==> src/design/frp_pkg.sv <==
`default_nettype none
package frp_pkg;

    // reply kinds passed from the parser to the emitter
    typedef logic reply_kind_t;
    localparam reply_kind_t REPLY_INFO  = 1'b0;
    localparam reply_kind_t REPLY_CHUNK = 1'b1;

    // reply byte index, wide enough to reach the trailing sum byte
    localparam int IDX_W = 5;
    typedef logic [IDX_W-1:0] reply_idx_t;

    localparam int BODY_DEPTH = 16;
    localparam reply_idx_t INFO_LEN  = 5'd16;
    localparam reply_idx_t CHUNK_LEN = 5'd13;

    // depth of the command queue between parser and emitter (power of two)
    localparam int QUEUE_DEPTH = 2;

    // frame field sizes, defaults for the top-level parameters
    localparam int LENGTH_BYTES_DEF    = 2;
    localparam int OFFSET_BYTES_DEF    = 4;
    localparam int FILE_SIZE_BYTES_DEF = 4;

    // reply bodies, the trailing checksum byte is built by the emitter
    localparam logic [7:0] INFO_BODY [BODY_DEPTH] = '{
        8'h01, 8'h34, 8'h12, 8'h02, 8'h02, 8'h02, 8'h02, 8'h08,
        8'h31, 8'h32, 8'h33, 8'h34, 8'h2E, 8'h6A, 8'h70, 8'h67
    };

    // chunk body padded with zeros to the common depth
    localparam logic [7:0] CHUNK_BODY [BODY_DEPTH] = '{
        8'h03, 8'h01, 8'h00, 8'h09, 8'h08, 8'h08, 8'h07, 8'h06,
        8'h05, 8'h04, 8'h03, 8'h02, 8'h01, 8'h00, 8'h00, 8'h00
    };

    // number of body bytes ahead of the sum byte
    function automatic reply_idx_t reply_len(input reply_kind_t kind);
        reply_idx_t len;
        len = (kind == REPLY_CHUNK) ? CHUNK_LEN : INFO_LEN;
        return len;
    endfunction

    // body byte at a given index
    function automatic logic [7:0] reply_body(input reply_kind_t kind, input reply_idx_t idx);
        logic [7:0] b;
        b = (kind == REPLY_CHUNK) ? CHUNK_BODY[idx[3:0]] : INFO_BODY[idx[3:0]];
        return b;
    endfunction

endpackage
`default_nettype wire

==> src/design/frp_parser.sv <==
`default_nettype none
module frp_parser #(
    parameter int LENGTH_BYTES    = frp_pkg::LENGTH_BYTES_DEF,
    parameter int OFFSET_BYTES    = frp_pkg::OFFSET_BYTES_DEF,
    parameter int FILE_SIZE_BYTES = frp_pkg::FILE_SIZE_BYTES_DEF
) (
    input  wire logic                aclk,
    input  wire logic                aresetn,
    input  wire logic                byte_valid,
    input  wire logic [7:0]          byte_data,
    output logic                     push,
    output frp_pkg::reply_kind_t     push_kind
);

    localparam logic [3:0] PH_HUNT  = 4'd0;
    localparam logic [3:0] PH_LEN   = 4'd1;
    localparam logic [3:0] PH_FMT   = 4'd2;
    localparam logic [3:0] PH_CSUM  = 4'd3;
    localparam logic [3:0] PH_OFS   = 4'd4;
    localparam logic [3:0] PH_FSIZE = 4'd5;
    localparam logic [3:0] PH_NSIZE = 4'd6;
    localparam logic [3:0] PH_NAME  = 4'd7;
    localparam logic [3:0] PH_CHK   = 4'd8;

    localparam logic [7:0] TYPE_INFO  = 8'h00;
    localparam logic [7:0] TYPE_CHUNK = 8'h02;

    logic [3:0] phase_reg, phase_next;
    logic       chunk_reg, chunk_next;
    logic [7:0] count_reg, count_next;
    logic [7:0] sum_reg, sum_next;
    logic [7:0] nsize_reg, nsize_next;
    logic [8:0] count_inc;
    logic       len_done, ofs_done, fsize_done, name_done;

    // byte counter compare for each multi-byte part
    assign count_inc  = {1'b0, count_reg} + 9'd1;
    assign len_done   = count_inc >= 9'(LENGTH_BYTES);
    assign ofs_done   = count_inc >= 9'(OFFSET_BYTES);
    assign fsize_done = count_inc >= 9'(FILE_SIZE_BYTES);
    assign name_done  = count_inc >= {1'b0, nsize_reg};

    // frame parse state machine
    always_comb begin
        phase_next = phase_reg;
        chunk_next = chunk_reg;
        count_next = count_reg;
        sum_next   = sum_reg;
        nsize_next = nsize_reg;
        push       = 1'b0;
        push_kind  = frp_pkg::REPLY_INFO;
        if (byte_valid) begin
            unique case (phase_reg)
                PH_LEN: begin
                    sum_next = sum_reg + byte_data;
                    if (len_done) begin
                        count_next = '0;
                        phase_next = chunk_reg ? PH_OFS : PH_FMT;
                    end else begin
                        count_next = count_inc[7:0];
                    end
                end
                PH_FMT: begin
                    sum_next   = sum_reg + byte_data;
                    phase_next = PH_CSUM;
                end
                PH_CSUM: begin
                    push       = (sum_reg == byte_data);
                    push_kind  = frp_pkg::REPLY_INFO;
                    phase_next = PH_HUNT;
                end
                PH_OFS: begin
                    if (ofs_done) begin
                        count_next = '0;
                        phase_next = PH_FSIZE;
                    end else begin
                        count_next = count_inc[7:0];
                    end
                end
                PH_FSIZE: begin
                    if (fsize_done) begin
                        count_next = '0;
                        phase_next = PH_NSIZE;
                    end else begin
                        count_next = count_inc[7:0];
                    end
                end
                PH_NSIZE: begin
                    nsize_next = byte_data;
                    count_next = '0;
                    phase_next = PH_NAME;
                end
                PH_NAME: begin
                    if (name_done) begin
                        count_next = '0;
                        phase_next = PH_CHK;
                    end else begin
                        count_next = count_inc[7:0];
                    end
                end
                PH_CHK: begin
                    push       = 1'b1;
                    push_kind  = frp_pkg::REPLY_CHUNK;
                    chunk_next = 1'b0;
                    phase_next = PH_HUNT;
                end
                default: begin
                    if (byte_data == TYPE_INFO || byte_data == TYPE_CHUNK) begin
                        chunk_next = (byte_data == TYPE_CHUNK);
                        count_next = '0;
                        sum_next   = '0;
                        phase_next = PH_LEN;
                    end else begin
                        phase_next = PH_HUNT;
                    end
                end
            endcase
        end
    end

    // state registers
    always_ff @(posedge aclk) begin
        if (!aresetn) begin
            phase_reg <= PH_HUNT;
            chunk_reg <= 1'b0;
            count_reg <= '0;
            sum_reg   <= '0;
            nsize_reg <= '0;
        end else begin
            phase_reg <= phase_next;
            chunk_reg <= chunk_next;
            count_reg <= count_next;
            sum_reg   <= sum_next;
            nsize_reg <= nsize_next;
        end
    end

    // only chunk frames walk through the offset and name phases
    a_chunk_phases: assert property (@(posedge aclk) disable iff (!aresetn)
        (phase_reg == PH_OFS || phase_reg == PH_NAME) |-> chunk_reg)
        else $error("chunk phase reached outside a chunk frame");

endmodule
`default_nettype wire

==> src/design/frp_queue.sv <==
`default_nettype none
module frp_queue (
    input  wire logic                aclk,
    input  wire logic                aresetn,
    input  wire logic                push,
    input  wire frp_pkg::reply_kind_t push_kind,
    output logic                     not_full,
    input  wire logic                pop,
    output logic                     not_empty,
    output frp_pkg::reply_kind_t     head_kind
);

    localparam int DEPTH = frp_pkg::QUEUE_DEPTH;
    localparam int PTR_W = (DEPTH > 1) ? $clog2(DEPTH) : 1;
    localparam int CNT_W = $clog2(DEPTH + 1);

    frp_pkg::reply_kind_t mem [DEPTH];
    logic [PTR_W-1:0] wr_ptr_reg, rd_ptr_reg;
    logic [CNT_W-1:0] count_reg;

    assign not_full  = count_reg != CNT_W'(DEPTH);
    assign not_empty = count_reg != '0;
    assign head_kind = mem[rd_ptr_reg];

    // entry storage
    always_ff @(posedge aclk) begin
        if (push) begin
            mem[wr_ptr_reg] <= push_kind;
        end
    end

    // pointers and fill count
    always_ff @(posedge aclk) begin
        if (!aresetn) begin
            wr_ptr_reg <= '0;
            rd_ptr_reg <= '0;
            count_reg  <= '0;
        end else begin
            if (push) begin
                wr_ptr_reg <= wr_ptr_reg + PTR_W'(1);
            end
            if (pop) begin
                rd_ptr_reg <= rd_ptr_reg + PTR_W'(1);
            end
            if (push && !pop) begin
                count_reg <= count_reg + CNT_W'(1);
            end else if (pop && !push) begin
                count_reg <= count_reg - CNT_W'(1);
            end
        end
    end

    a_no_overflow: assert property (@(posedge aclk) disable iff (!aresetn)
        push |-> not_full)
        else $error("command queue overflow");

    a_no_underflow: assert property (@(posedge aclk) disable iff (!aresetn)
        pop |-> not_empty)
        else $error("command queue underflow");

endmodule
`default_nettype wire

==> src/design/frp_emitter.sv <==
`default_nettype none
module frp_emitter (
    input  wire logic                aclk,
    input  wire logic                aresetn,
    input  wire logic                cmd_valid,
    input  wire frp_pkg::reply_kind_t cmd_kind,
    output logic                     cmd_pop,
    output logic                     m_tvalid,
    input  wire logic                m_tready,
    output logic [7:0]               m_tdata,
    output logic                     m_tlast
);

    logic                 active_reg;
    frp_pkg::reply_kind_t kind_reg;
    frp_pkg::reply_idx_t  idx_reg;
    logic [7:0]           sum_reg;
    logic                 out_valid_reg;
    logic [7:0]           out_data_reg;
    logic                 out_last_reg;
    logic                 advance;
    logic                 at_sum;
    logic [7:0]           body_byte;

    // output register free or being taken this cycle
    assign advance   = !out_valid_reg || m_tready;
    assign at_sum    = idx_reg == frp_pkg::reply_len(kind_reg);
    assign body_byte = frp_pkg::reply_body(kind_reg, idx_reg);
    assign cmd_pop   = !active_reg && cmd_valid;

    // reply sequencer
    always_ff @(posedge aclk) begin
        if (!aresetn) begin
            active_reg <= 1'b0;
            idx_reg    <= '0;
            sum_reg    <= '0;
        end else if (cmd_pop) begin
            active_reg <= 1'b1;
            idx_reg    <= '0;
            sum_reg    <= '0;
        end else if (active_reg && advance) begin
            sum_reg <= sum_reg + body_byte;
            idx_reg <= idx_reg + frp_pkg::IDX_W'(1);
            if (at_sum) begin
                active_reg <= 1'b0;
            end
        end
    end

    // reply kind of the run in progress
    always_ff @(posedge aclk) begin
        if (cmd_pop) begin
            kind_reg <= cmd_kind;
        end
    end

    // output register
    always_ff @(posedge aclk) begin
        if (!aresetn) begin
            out_valid_reg <= 1'b0;
        end else if (advance) begin
            out_valid_reg <= active_reg;
        end
    end

    always_ff @(posedge aclk) begin
        if (advance && active_reg) begin
            out_data_reg <= at_sum ? sum_reg : body_byte;
            out_last_reg <= at_sum;
        end
    end

    assign m_tvalid = out_valid_reg;
    assign m_tdata  = out_data_reg;
    assign m_tlast  = out_last_reg;

    a_idx_range: assert property (@(posedge aclk) disable iff (!aresetn)
        active_reg |-> idx_reg <= frp_pkg::reply_len(kind_reg))
        else $error("reply index past the sum byte");

    a_run_ends: assert property (@(posedge aclk) disable iff (!aresetn)
        (active_reg && advance && at_sum) |=> (!active_reg && m_tvalid && m_tlast))
        else $error("reply run did not end on the sum byte");

endmodule
`default_nettype wire

==> src/design/frame_request_parser_responder.sv <==
// frame request parser and responder
//
// s_ channel: one received serial byte per item in s_tdata. the parser
// hunts for a type byte (0x00 info, 0x02 chunk), walks the frame and, on a
// valid info frame or any complete chunk frame, queues a reply command.
// m_ channel: reply bytes, one per item, m_tlast high on the closing sum
// byte. info replies are 17 items, chunk replies 14.
// s_tready is high whenever the two-entry command queue has room, so bytes
// are taken back to back, one per cycle, while replies are still going out.
// the first reply byte is offered once the closing item has passed the
// command queue and the reply sequencer; reply bytes then leave at one per
// cycle while m_tready is high, from the single emitter output register.
// a stalled m_ side holds the current byte; the parser keeps taking bytes
// until two further replies are waiting, then drops s_tready.
// reset (aresetn low, synchronous) returns the parser to hunting, empties
// the queue and clears the output register.
`default_nettype none
module frame_request_parser_responder #(
    parameter int LENGTH_BYTES    = frp_pkg::LENGTH_BYTES_DEF,
    parameter int OFFSET_BYTES    = frp_pkg::OFFSET_BYTES_DEF,
    parameter int FILE_SIZE_BYTES = frp_pkg::FILE_SIZE_BYTES_DEF
) (
    input  wire logic       aclk,
    input  wire logic       aresetn,
    input  wire logic       s_tvalid,
    output logic            s_tready,
    input  wire logic [7:0] s_tdata,   // [7:0] rx_byte
    output logic            m_tvalid,
    input  wire logic       m_tready,
    output logic [7:0]      m_tdata,   // [7:0] tx_byte
    output logic            m_tlast
);

    logic                 in_take;
    logic                 push;
    frp_pkg::reply_kind_t push_kind;
    logic                 q_not_full;
    logic                 q_not_empty;
    frp_pkg::reply_kind_t head_kind;
    logic                 pop;

    assign s_tready = q_not_full;
    assign in_take  = s_tvalid && s_tready;

    // front: frame parser
    frp_parser #(
        .LENGTH_BYTES   (LENGTH_BYTES),
        .OFFSET_BYTES   (OFFSET_BYTES),
        .FILE_SIZE_BYTES(FILE_SIZE_BYTES)
    ) u_parser (
        .aclk      (aclk),
        .aresetn   (aresetn),
        .byte_valid(in_take),
        .byte_data (s_tdata),
        .push      (push),
        .push_kind (push_kind)
    );

    // command queue
    frp_queue u_queue (
        .aclk     (aclk),
        .aresetn  (aresetn),
        .push     (push),
        .push_kind(push_kind),
        .not_full (q_not_full),
        .pop      (pop),
        .not_empty(q_not_empty),
        .head_kind(head_kind)
    );

    // back: reply emitter
    frp_emitter u_emitter (
        .aclk     (aclk),
        .aresetn  (aresetn),
        .cmd_valid(q_not_empty),
        .cmd_kind (head_kind),
        .cmd_pop  (pop),
        .m_tvalid (m_tvalid),
        .m_tready (m_tready),
        .m_tdata  (m_tdata),
        .m_tlast  (m_tlast)
    );

endmodule
`default_nettype wire

==> config.mk <==
export PLATFORM = sky130hd
export DESIGN_NAME = frame_request_parser_responder
export DESIGN_NICKNAME = d
export VERILOG_FILES = /design/src/design/frp_pkg.sv /design/src/design/frp_parser.sv /design/src/design/frp_queue.sv /design/src/design/frp_emitter.sv /design/src/design/frame_request_parser_responder.sv
export SDC_FILE = /design/constraint.sdc
export NUM_CORES = 1
export LEC_CHECK = 0
export ABC_CLOCK_PERIOD_IN_PS = 7970
export BUFFER_PORTS_ARGS = -buffer_cell sky130_fd_sc_hd__clkbuf_2
export CORE_MARGIN = 2
export CORE_UTILIZATION = 60
export CTS_CLUSTER_SIZE = 8
export DETAILED_ROUTE_END_ITERATION = 8
export GPL_TIMING_DRIVEN = 0
export PLACE_DENSITY = 0.8
export SLEW_MARGIN = 20
export SYNTH_ARGS = -nofsm -noshare
export SYNTH_HDL_FRONTEND = slang
export SYNTH_HIERARCHICAL = 1
export SYNTH_SLANG_ARGS = --single-unit
==> constraint.sdc <==
create_clock -name aclk -period 7.97 [get_ports aclk]
set_clock_uncertainty 0.15 [all_clocks]
set_input_delay 1.594 -clock aclk [delete_from_list [all_inputs] [get_ports aclk]]
set_output_delay 1.594 -clock aclk [all_outputs]
set_load 0.02 [all_outputs]
Word-level counts from Yosys, hierarchy flattened

Memory sizes are Yosys's and may differ from the RTL's. A register that Yosys moved wholly into a read port is not among the register bits.
Index checks and enable logic that the tools add are counted.

Add/subtract/negate cells: 8
Order comparisons: 4
Eq/ne operators: 16
Mux-type cells: 33
Bitwise operators: 5
Reductions and logical operators: 32

Operators with widths:

| operator                                               | number |
|---|---|
| 2-to-1 mux 8 bit                                       | 10 |
| case mux 8 bit (5 select lines)                        | 1 |
| case mux 4 bit (7 select lines)                        | 1 |
| adder 8 bit                                            | 2 |
| == test 4 x 3 -> 1 bit (second input constant)         | 4 |
| 2-to-1 mux 4 bit                                       | 4 |
| case mux 8 bit (2 select lines)                        | 1 |
| nonzero test 2 bit                                     | 6 |
| 2-to-1 mux 1 bit                                       | 10 |
| adder 8 x 1 -> 9 bit (second input constant)           | 1 |
| >= comparator 9 x 2 -> 1 bit (second input constant)   | 1 |
| >= comparator 9 x 3 -> 1 bit (second input constant)   | 1 |
| >= comparator 9 x 8 -> 1 bit                           | 1 |
| AND reduction 3 bit                                    | 3 |
| == test 4 x 2 -> 1 bit (second input constant)         | 2 |
| == test 8 x 2 -> 1 bit (second input constant)         | 1 |
| == test 8 bit                                          | 1 |
| logical NOT 8 bit                                      | 1 |
| inequality test 2 x 1 -> 1 bit (second input constant) | 4 |
| OR reduction 2 bit                                     | 4 |
| OR reduction 7 bit                                     | 1 |
| OR reduction 6 bit                                     | 1 |
| adder 5 x 1 -> 5 bit (second input constant)           | 1 |
| == test 5 bit                                          | 1 |
| 20 further kinds                                       | 35 |

Bits in registers: 57
Memory bits (writable): 2
Memory bits (read-only): 256
Input port bits: 12
Output and inout bits: 11
Logic and storage cells: 115
Memories: 3

Memories:

| memory           | words | width | read ports | clocked after Yosys merged registers in | wr ports | RTL line        | RTL |
|---|---|---|---|---|---|---|---|
| (name not given) | 16    | 8     | 1          | 0                                       | 0        | frp_pkg.sv:47   | `b = (kind == REPLY_CHUNK) ? CHUNK_BODY[idx[3:0]] : INFO_BODY[idx[3:0]];` |
| (name not given) | 16    | 8     | 1          | 0                                       | 0        | frp_pkg.sv:47   |  |
| u_queue.mem      | 2     | 1     | 1          | 1                                       | 1        | frp_queue.sv:17 | `frp_pkg::reply_kind_t mem [DEPTH];` |

Depth between registers and ports, before layout

Gate-level depths: netlist of the first run.

Depth in word-level cells: 7
Depth in mapped cells: 13
Mapped depth without buffers: 13

By module

The synthesis of the first run kept the hierarchy.

By module, submodules not included:

| module                         | times used | cells an instance | area an instance (µm²) | sequential area each (µm²) |
|---|---|---|---|---|
| frp_parser                     | 1          | 243               | 1946.9                 | 580.6 |
| frp_emitter                    | 1          | 165               | 1591.5                 | 600.6 |
| frp_queue                      | 1          | 25                | 290.3                  | 160.2 |
| frame_request_parser_responder | 1          | 1                 | 6.3                    | 0.0 |

Worst setup path before layout of the first run

Ideal clock, no wire load.

Path kind: input to register
Start: input s_tdata[1]
End: register u_parser.sum_reg[7]
Library setup time: 0.076 ns
Data arrival time: 3.315 ns
Data required time: 7.744 ns
Setup slack: 4.429 ns
Cell stages on the path: 8
Path buffers: 0
Path through: ha_1 a21o_1 a21oi_1 o21ai_0 o41ai_1 xor2_1 or3b_2 a31oi_1

Word-level cells in the longest chain between the ends: 4
Elaborated cells on any way between the ends: 7
Classes of those cells: add/sub: 1; eq/ne: 1; mux: 1; reduce/logical: 4

Ends and longest elaborated chain:

| element                                                             | RTL line                             | RTL |
|---|---|---|
| from (decl)                                                         | frame_request_parser_responder.sv:27 | `input wire logic [7:0] s_tdata,` |
| parallel branches: the longest is 4 deep, another holds adder 8 bit | n/a                                  |  |
| to (signal assigned)                                                | frp_parser.sv:133                    | `sum_reg <= sum_next;` |
| to (decl)                                                           | frp_parser.sv:31                     | `logic [7:0] sum_reg, sum_next;` |

Several ways; the timed one is not identified.
A chain may end at the register's enable or synchronous reset.

Worst setup path in the final report of the first run

Ends and elaborated chain as after synthesis.

==> results.rst, run 1 <==
.. list-table::
   :header-rows: 1

   * - Metric
     - Value
   * - Syn_area_per_cell
     - 8.84 sq um
   * - Transition time of the tightest slew-check pin
     - 1.06 ns
   * - Detailed-route DRC error count
     - 0
   * - Final HPWL from detailed placement
     - 6120 um
   * - TNS Setup
     - 0 ns
   * - Count of antenna-violating nets left after detailed routing
     - 0
   * - Worst setup path category
     - input port to register
   * - Initial DRC count
     - 170
   * - Crit. path cell count
     - 9
   * - Dominant cell by count in the synthesized netlist
     - dfxtp_1
   * - Number of global-route vias before repair
     - 3167
   * - Number of flip-flops and latches in the synthesized netlist
     - 61
   * - Number of buffers inserted during clock tree synthesis
     - 9
   * - Top-level port count
     - 23
   * - Count of flip-flops with a built-in enable after synthesis
     - 12
   * - Maximum number of pins on one net before global-route repair
     - 19
   * - TritonCTS sink count
     - 61
   * - Net count after synthesis
     - 480
   * - Slowest library cell on the worst path
     - or3b_2
   * - Unrepaired setup endpoints after global routing
     - no
   * - Kind of start point of the critical path
     - input port
   * - Placeable core region
     - 6280 sq um
   * - Nature of the critical path endpoint
     - register
   * - Number of warnings reported in the yosys synthesis log
     - 6
   * - Via count of the routed design
     - 3235
   * - Sequence of cells on the critical path
     - clkbuf_2 -> ha_1 -> a21o_1 -> a21oi_1 -> o21ai_0 -> o41ai_1 -> xor2_1 -> or3b_2 -> a31oi_1
   * - Total die area
     - 7050 sq um
   * - Number of slew-limit violations in the final report
     - 0
   * - Wire length of the first global-routing pass
     - 14100 um
   * - Synth top area cells
     - dfxtp_1 26%, ha_1 10%, edfxtp_1 9.4%, nor2_1 4.7%, a21oi_1 3.5%
   * - Die H
     - 83.9 um
   * - Fraction of synthesis flops using an asynchronous set or reset pin
     - 0
   * - Buffers inserted during post-CTS setup optimization
     - 0
   * - Static power due to leakage
     - 0.00180 uW
   * - Clk root buf
     - clkbuf_8
   * - Ratio of routed vias to standard cells
     - 5.89
   * - Hold-fix buffer count after cts
     - 0
   * - Worst hold stages
     - 2
   * - Post-CTS resize count
     - 0
   * - Crit path arrival time
     - 3.64 ns
   * - Maximum fanout encountered on the critical timing path
     - 3
   * - Sequential area share after synthesis
     - 0.350
   * - Number of levels the H-tree was split into
     - 3
   * - Antenna fix cells
     - 0
   * - WL met3
     - 379 um
   * - Std-Cell Rows
     - 29
   * - Count of filler cells inserted in the layout
     - 504
   * - Met2 wirelength from detailed routing
     - 4020 um
   * - Die width
     - 83.9 um
   * - Highest clock frequency the design can meet
     - 283 MHz
   * - Crit path required time
     - 8.08 ns
   * - Net count reported at finish
     - 513
   * - Number of port buffers
     - 22
   * - Total wire length after detailed routing
     - 8180 um
   * - Worst hold path type
     - register to register
   * - Post-route minimum period
     - 3.53 ns
   * - Total power per unit cell area
     - 210 nW/um^2
   * - Latest clock arrival within the worst-skew pair
     - 0.34 ns
   * - TritonCTS clock tree
     - built
   * - All-Layer GR Usage
     - 0.247
   * - Share of Yosys cell area claimed by the top area cell type
     - 0.256
   * - Starting density of the core
     - 0.611
   * - Netlist area before placement
     - 3830 sq um
   * - Synth area leader
     - dfxtp_1
   * - Maximum clock path buffer count
     - 2
   * - Drt pass-1 iters
     - 4
   * - Routed metal-1 wire length
     - 3690 um
   * - Number of distinct library cells after synthesis
     - 71
   * - Synth Flop Type
     - dfxtp_1
   * - Crit-path leading delay family
     - compound AO/OA/AOI/OAI gates
   * - GRT overflow
     - 0
   * - Setup violation total in the final timing report
     - 0
   * - Overall Power
     - 886 uW
   * - Antenna violations before repair
     - 0
   * - Cells after Synth
     - 434
   * - Average wire per cell in the routed design
     - 14.9 um
   * - Uppermost metal layer occupied by signal nets
     - met4
   * - Ratio of cells with drive above 1 in the final layout
     - 0.127
   * - Clk slew on worst S/H paths
     - 0.06 ns
   * - Final Hold Fails
     - 0
   * - Peak supply drop
     - 139 uV
   * - Reg2Reg Depth
     - 11
   * - Layout-stage area growth over the synthesis result
     - 9.82%
   * - Largest stage delay, worst path
     - 0.46 ns
   * - Routability congestion estimate from global placement
     - 0.862
   * - Count of max-cap constraint violations
     - 0
   * - Run status
     - complete, no violations
   * - Final Cycle Share
     - 0.443
   * - Slew headroom
     - 0.289
   * - Leading cell types by count after synthesis
     - 49 x dfxtp_1, 48 x nor2_1, 32 x ha_1
   * - Worst path bufs/invs
     - 1
## where the power goes
part / switching (uW) / leakage (uW) / total (uW) / internal [uW]
Combinational: 165 / 0.00121 / 266 / 101
Clock: 117 / 0.0000872 / 237 / 120
Sequential: 27.2 / 0.000507 / 383 / 356
Total: 309 / 0.00180 / 886 / 577
## through the flow
step	hold slack [ns]	worst slack [ns]	cells	cell area [sq um]	utilization
after floorplan	0.298	4.43	434	3830	-
after global placement	0.310	3.95	533	4040	0.644
after detailed placement	0.317	4.13	533	4050	0.645
after CTS	0.325	4.47	549	4210	0.671
after global routing	0.344	4.31	549	4210	0.671
final	0.323	4.44	549	4210	0.671
## placed cells by master, fill, tap and decap left out, drive strengths merged, types with 8 or more instances in the layout
master,count
a21o,8
a21oi,28
and2,9
buf,8
clkbuf,42
dfxtp,49
edfxtp,12
ha,32
inv,28
mux2,8
mux2i,9
nand2,29
nand2b,10
nand3,9
nor2,49
nor2b,8
o21ai,20
xnor2,12
xor2,10
## worst min-delay path, cell delays in order, from the launching register on
cell,delay [ns]
dfxtp_1,0.32
nand2_1,0.06
a21oi_1,0.05
## kinds of logic (layout without fill, tap and decap cells)
| kind of cell | Yosys count | count (layout) | synth area share |
|---|---|---|---|
| flip-flops | 61 | 61 | 0.350 |
| buffers and inverters | 44 | 82 | 0.0483 |
| multiplexers | 18 | 18 | 0.0529 |
| XOR/XNOR | 22 | 22 | 0.0502 |
| AO/OA/AOI/OAI | 104 | 104 | 0.183 |
| AND/OR/NAND/NOR | 150 | 150 | 0.198 |
| adder cells (fa/ha/maj) | 35 | 35 | 0.117 |
## per-layer routing
metal	global-route usage	vias up
met5	0	-
met4	0.0909	0
met3	0.0584	11
met2	0.421	83
met1	0.305	1521
li1	-	1620
## layout make-up
type                            count  area [sq um]  share of cell area
Multi-Input combinational cell    329          2310               0.550
Sequential cell                    61          1340               0.318
Clock buffer                       13           149              0.0354
Timing Repair Buffer               22           110              0.0261
Inverter                           29           109              0.0258
Tap cell                           77          96.3              0.0229
Buffer                             15          76.3              0.0181
Clock inverter                      3          15.0             0.00357
## worst paths after layout
check,start,to,slack [ns]
worst min-delay path,u_emitter/sum_reg[0],u_emitter/sum_reg[0],0.32
worst max-delay path,s_tdata[1],u_parser/sum_reg[7],4.44
worst min register to register,u_emitter/sum_reg[0],u_emitter/sum_reg[0],0.32
worst max register to register,u_parser/count_reg[0],u_parser/phase_reg[3],4.61
Note: power is estimated with default switching activity, not from simulation.
==> run 2, diff against run 1 <==
Settings changed: ABC_CLOCK_PERIOD_IN_PS 7970 to 3050, CORE_UTILIZATION 60 to 55, PLACE_DENSITY 0.8 to 0.77.
Clock period 7.97 ns to 3.05 ns, I/O delays scaled along.
==> run 2 against run 1 <==
Against the previous run:
- sequential share of layout area decreased by 0.39 points
- clock power increased to 2.7 times the previous value
- flip-flop and latch count stayed put
- routed wire length shrank 1.6%
- highest routed layer unchanged
- first-iteration DRC count is 46% higher
- final area up 2.9%
- die area increased by 8.6%
- sequential power grew to 2.6 times the previous value
- critical path type is now register to register
==> results.rst, run 2 (same netlist as run 1, synthesis figures left out) <==
.. list-table::
   :header-rows: 1

   * - Metric
     - Value
   * - HP Start
     - u_parser/nsize_reg[1]
   * - Slew headroom
     - 0.449
   * - Number of buffers inserted during clock tree synthesis
     - 9
   * - Highest clock frequency the design can meet
     - 346 MHz
   * - Most frequent cells in the layout
     - 48 x nor2_1, 42 x dfxtp_1, 30 x ha_1, 28 x nand2_1, 26 x a21oi_1
   * - GRT overflow
     - 0
   * - Worst setup path category
     - register to register
   * - Kind of start point of the critical path
     - register
   * - Crit path required time
     - 3.12 ns
   * - Launching point of the worst reg2reg path
     - u_parser/count_reg[4]
   * - Destination of the worst hold path
     - u_parser/nsize_reg[1]
   * - Total area of sequential cells
     - 1360 sq um
   * - TritonCTS clock tree
     - built
   * - Drt pass-1 iters
     - 5
   * - Final Cycle Share
     - 0.949
   * - Ratio of cells with drive above 1 in the final layout
     - 0.163
   * - Number of levels the H-tree was split into
     - 3
   * - Total wire length after detailed routing
     - 8050 um
   * - Std-Cell Rows
     - 30
   * - Slowest library cell on the worst path
     - dfxtp_4
   * - Static power due to leakage
     - 0.00183 uW
   * - Die width
     - 87.5 um
   * - Layout-stage area growth over the synthesis result
     - 13.0%
   * - Run status
     - complete, no violations
   * - Setup violation total in the final timing report
     - 0
   * - Maximum fanout encountered on the critical timing path
     - 5
   * - Clk root buf
     - clkbuf_8
   * - Antenna fix cells
     - 0
   * - Average wire per cell in the routed design
     - 14.6 um
   * - Reg2Reg Depth
     - 11
   * - Detailed-route DRC error count
     - 0
   * - Clk slew on worst S/H paths
     - 0.06 ns
   * - Number of global-route vias before repair
     - 2902
   * - Die H
     - 87.5 um
   * - Post-placement setup slack
     - -0.275 ns
   * - TritonCTS sink count
     - 61
   * - Nature of the critical path endpoint
     - register
   * - Count of max-cap constraint violations
     - 0
   * - Number of slew-limit violations in the final report
     - 0
   * - Terminus of the critical flop-to-flop path
     - u_parser/phase_reg[3]
   * - Worst hold path type
     - register to register
   * - Hold-fix buffer count after cts
     - 0
   * - Area of the multi-input gates
     - 2380 sq um
   * - Final Hold Fails
     - 0
   * - Placeable core region
     - 6760 sq um
   * - Worst path bufs/invs
     - 0
   * - Maximum clock path buffer count
     - 2
   * - Placed insts
     - 536
   * - Latest clock arrival within the worst-skew pair
     - 0.33 ns
   * - Most frequent standard cell in the layout excluding fill and tap cells
     - nor2_1
   * - Worst-case hold slack
     - 0.333 ns
   * - Via count of the routed design
     - 3276
   * - Peak supply drop
     - 457 uV
   * - Starting density of the core
     - 0.568
   * - Final setup margin
     - 0.156 ns
   * - Overall Power
     - 2350 uW
   * - All-Layer GR Usage
     - 0.219
   * - Crit path arrival time
     - 2.96 ns
   * - Transition time of the tightest slew-check pin
     - 0.819 ns
   * - Total power per unit cell area
     - 541 nW/um^2
   * - Sequence of cells on the critical path
     - and3_1 -> nand3_1 -> and2_1 -> or2_2 -> ha_4 -> a21oi_1 -> o21ai_1 -> maj3_2 -> a31o_4 -> nand2_4 -> mux2_2
   * - Final HPWL from detailed placement
     - 5850 um
   * - Count of antenna-violating nets left after detailed routing
     - 0
   * - Unrepaired setup endpoints after global routing
     - no
   * - Wire length of the first global-routing pass
     - 13300 um
   * - Post-route minimum period
     - 2.89 ns
   * - Final Non-Filler Cells
     - 553
   * - Number of port buffers
     - 22
   * - Ratio of routed vias to standard cells
     - 5.92
   * - Antenna violations before repair
     - 0
   * - Total die area
     - 7660 sq um
   * - Crit-path leading delay family
     - simple AND/OR/NAND/NOR gates
   * - Routability congestion estimate from global placement
     - 0.884
   * - Reg2reg setup slack
     - 0.16 ns
   * - Largest stage delay, worst path
     - 0.37 ns
   * - Maximum number of pins on one net before global-route repair
     - 19
   * - Net count reported at finish
     - 515
   * - Worst hold stages
     - 2
   * - Count of filler cells inserted in the layout
     - 577
   * - Initial DRC count
     - 249
   * - Top-level port count
     - 23
## run 2: cell types whose count changed in the layout (fill, tap and decap cells not counted), sizes merged
cell,before,now
buf,8,10
clkinv,4,2
clkbuf,42,43
## run 2: worst max path at each step
stage,start,endpoint,slack [ns],depth (start not counted)
2_1_floorplan,u_parser/count_reg[2],u_parser/phase_reg[3],0.09,11
3_3_place_gp,u_parser/count_reg[0],u_parser/phase_reg[3],-0.24,11
3_5_place_dp,u_parser/count_reg[0],u_parser/phase_reg[3],-0.28,11
4_1_cts,u_parser/count_reg[3],u_parser/phase_reg[3],0.02,11
5_1_grt,u_emitter/idx_reg[1],u_emitter/sum_reg[6],0.03,13
6_report,u_parser/count_reg[4],u_parser/phase_reg[3],0.16,11
## run 2: cell type report
type                    instances  area share
clock buffers                  14      0.0399
multi-input cells             329       0.550
plain buffers                  15      0.0176
clock inverters                 1     0.00116
repair buffers                 24      0.0289
flip-flops and latches         61       0.315
inverters                      29      0.0251
well taps                      80      0.0231
## run 2: routing by layer
metal | GRT usage | share of wire | vias to the layer above
met1 | 0.302 | 0.48 | 1548
met5 | 0 | 0 | -
met3 | 0.0313 | 0.042 | 14
li1 | - | - | 1628
met2 | 0.344 | 0.47 | 86
met4 | 0.0951 | 0.016 | 0
## run 2: what timing repair did
item                       4_1_cts  5_1_grt
setup buffers                    0        2
setup endpoints to repair       15        9
cloned                           0        0
gates resized for setup         15       10
pin swaps                        0        2
## run 2: worst reg2reg max path, cell delays in order, from the launching register on
cell and delay [ns]:
dfxtp_4 0.37, and3_1 0.17, nand3_1 0.12, and2_1 0.19, or2_2 0.32, ha_4 0.22
a21oi_1 0.11, o21ai_1 0.09, maj3_2 0.35, a31o_4 0.26, nand2_4 0.10, mux2_2 0.33
## run 2: metrics by stage
step / util / setup TNS [ns] / area, sq um
final: 0.641 / 0 / 4330
after global routing: 0.641 / 0 / 4330
after CTS: 0.631 / 0 / 4270
after detailed placement: 0.600 / -1.68 / 4050
after global placement: 0.599 / -1.19 / 4050
after floorplan: - / 0 / 3830
## run 2: where the power goes
group	switching (uW)	internal, uW
clock network	288	357
registers	64.8	932
logic	435	269
==> run 3, diff against run 2 <==
Settings changed: RECOVER_POWER set to 100.
==> run 3 against run 2 <==
Against the previous run:
- worst hold slack is essentially flat
- worst setup slack lost 0.012 ns
- utilization shrank 0.54 points
- register-to-register slack is essentially flat
- critical path type unchanged
==> results.rst, run 3 (same netlist as run 1, synthesis figures left out) <==
.. list-table::
   :header-rows: 1

   * - Metric
     - Value
   * - TritonCTS sink count
     - 61
   * - Met2 wirelength from detailed routing
     - 3750 um
   * - Detailed-route DRC error count
     - 0
   * - Ratio of routed vias to standard cells
     - 5.84
   * - Die H
     - 87.5 um
   * - Static power due to leakage
     - 0.00179 uW
   * - Crit path required time
     - 3.13 ns
   * - Ratio of cells with drive above 1 in the final layout
     - 0.129
   * - Top-level port count
     - 23
   * - Number of port buffers
     - 22
   * - Uppermost metal layer occupied by signal nets
     - met4
   * - Transition time of the tightest slew-check pin
     - 0.951 ns
   * - Final Cycle Share
     - 0.953
   * - Number of buffers inserted during clock tree synthesis
     - 9
   * - Placeable core region
     - 6760 sq um
   * - Peak supply drop
     - 457 uV
   * - Count of max-cap constraint violations
     - 0
   * - Worst hold path type
     - register to register
   * - Most frequent cells in the layout
     - 49 x nor2_1, 42 x dfxtp_1, 30 x ha_1, 28 x nand2_1
   * - Worst setup path category
     - register to register
   * - Maximum fanout encountered on the critical timing path
     - 7
   * - Clk slew on worst S/H paths
     - 0.07 ns
   * - Layout-stage area growth over the synthesis result
     - 12.0%
   * - WL met3
     - 320 um
   * - Highest clock frequency the design can meet
     - 344 MHz
   * - Net count reported at finish
     - 515
   * - Std-Cell Rows
     - 30
   * - Placed Area
     - 4050 sq um
   * - Final HPWL from detailed placement
     - 5850 um
   * - Kind of start point of the critical path
     - register
   * - Count of filler cells inserted in the layout
     - 592
   * - GRT overflow
     - 0
   * - Wire length of the first global-routing pass
     - 13300 um
   * - Slew headroom
     - 0.366
   * - Antenna violations before repair
     - 0
   * - Total area of sequential cells
     - 1360 sq um
   * - Total wire length after detailed routing
     - 8080 um
   * - Final Hold Fails
     - 0
   * - Routed metal-1 wire length
     - 3920 um
   * - Number of global-route vias before repair
     - 2902
   * - Clk root buf
     - clkbuf_8
   * - Average wire per cell in the routed design
     - 14.6 um
   * - Total power per unit cell area
     - 543 nW/um^2
   * - Final Instance Area
     - 4300 sq um
   * - Number of slew-limit violations in the final report
     - 0
   * - Final Non-Filler Cells
     - 553
   * - Routability congestion estimate from global placement
     - 0.884
   * - Placed insts
     - 536
   * - Count of antenna-violating nets left after detailed routing
     - 0
   * - Post-route minimum period
     - 2.91 ns
   * - Initial DRC count
     - 274
   * - Most frequent standard cell in the layout excluding fill and tap cells
     - nor2_1
   * - Setup violation total in the final timing report
     - 0
   * - TritonCTS clock tree
     - built
   * - Hold-fix buffer count after cts
     - 0
   * - Nature of the critical path endpoint
     - register
   * - Antenna fix cells
     - 0
   * - Maximum clock path buffer count
     - 2
   * - Unrepaired setup endpoints after global routing
     - no
   * - Drt pass-1 iters
     - 4
   * - Via count of the routed design
     - 3232
   * - Run status
     - complete, no violations
   * - Number of levels the H-tree was split into
     - 3
   * - Latest clock arrival within the worst-skew pair
     - 0.34 ns
   * - Crit path arrival time
     - 2.98 ns
   * - All-Layer GR Usage
     - 0.219
   * - Die width
     - 87.5 um
   * - Area of the multi-input gates
     - 2360 sq um
   * - Total die area
     - 7660 sq um
   * - Maximum number of pins on one net before global-route repair
     - 19
   * - Starting density of the core
     - 0.568
run 3: cell types whose count changed in the layout (fill, tap and decap cells not counted), sizes merged:
| cell | delta |
|---|---|
| buf | -1 |
| clkbuf | +1 |
run 3: per-layer routing:
layer / GRT usage / vias up
li1: - / 1629
met2: 0.344 / 76
met4: 0.0951 / 0
met1: 0.302 / 1517
met5: 0 / -
met3: 0.0313 / 10
run 3: stage by stage:
stage / power (uW) / setup TNS (ns) / hold WS (ns) / utilization / worst slack, ns
6_report: 2330 / 0 / 0.333 / 0.636 / 0.145
5_1_grt: 2480 / 0 / 0.359 / 0.636 / 0.0185
4_1_cts: 2350 / 0 / 0.328 / 0.631 / 0.0237
3_5_place_dp: 1700 / -1.68 / 0.323 / 0.600 / -0.275
3_3_place_gp: 1680 / -1.19 / 0.311 / 0.599 / -0.237
2_1_floorplan: 1520 / 0 / 0.298 / - / 0.0950
run 3: final timing paths:
kind | start | cells after the start | end | slack, ns
setup / recovery | u_parser/count_reg[0] | 11 | u_parser/phase_reg[3] | 0.14
setup reg to reg | u_parser/count_reg[0] | 11 | u_parser/phase_reg[3] | 0.14
hold reg to reg | u_emitter/sum_reg[0] | 2 | u_emitter/sum_reg[0] | 0.33
hold / removal | u_emitter/sum_reg[0] | 2 | u_emitter/sum_reg[0] | 0.33
run 3: layout make-up:
type / count / area share
buffer: 15 / 0.0175
clock buffer: 14 / 0.0402
clock inverter: 1 / 0.00117
inverter: 29 / 0.0253
multi-input combinational: 329 / 0.550
sequential: 61 / 0.317
tap: 80 / 0.0233
timing repair buffer: 24 / 0.0256
run 3: worst max-delay path, cell delays in order, from the launching register on:
cell and delay [ns]:
dfxtp_2 0.43, ha_4 0.19, nand3_1 0.12, xnor2_2 0.19
ha_1 0.27, a21o_1 0.18, a21oi_1 0.12, o21ai_1 0.09
maj3_2 0.35, a31o_4 0.26, nand2_2 0.11, mux2_2 0.34
run 3: power breakdown:
group,switching (uW),internal (uW)
clock,296,356
sequential,63.7,933
combinational,431,254
run 3: timing repair:
action / CTS / global route
pin swaps: 0 / 2
resized for setup: 15 / 10
hold endpoints to repair: 0 / 0
buffers inserted: 0 / 2
endpoints found under the setup margin: 15 / 9
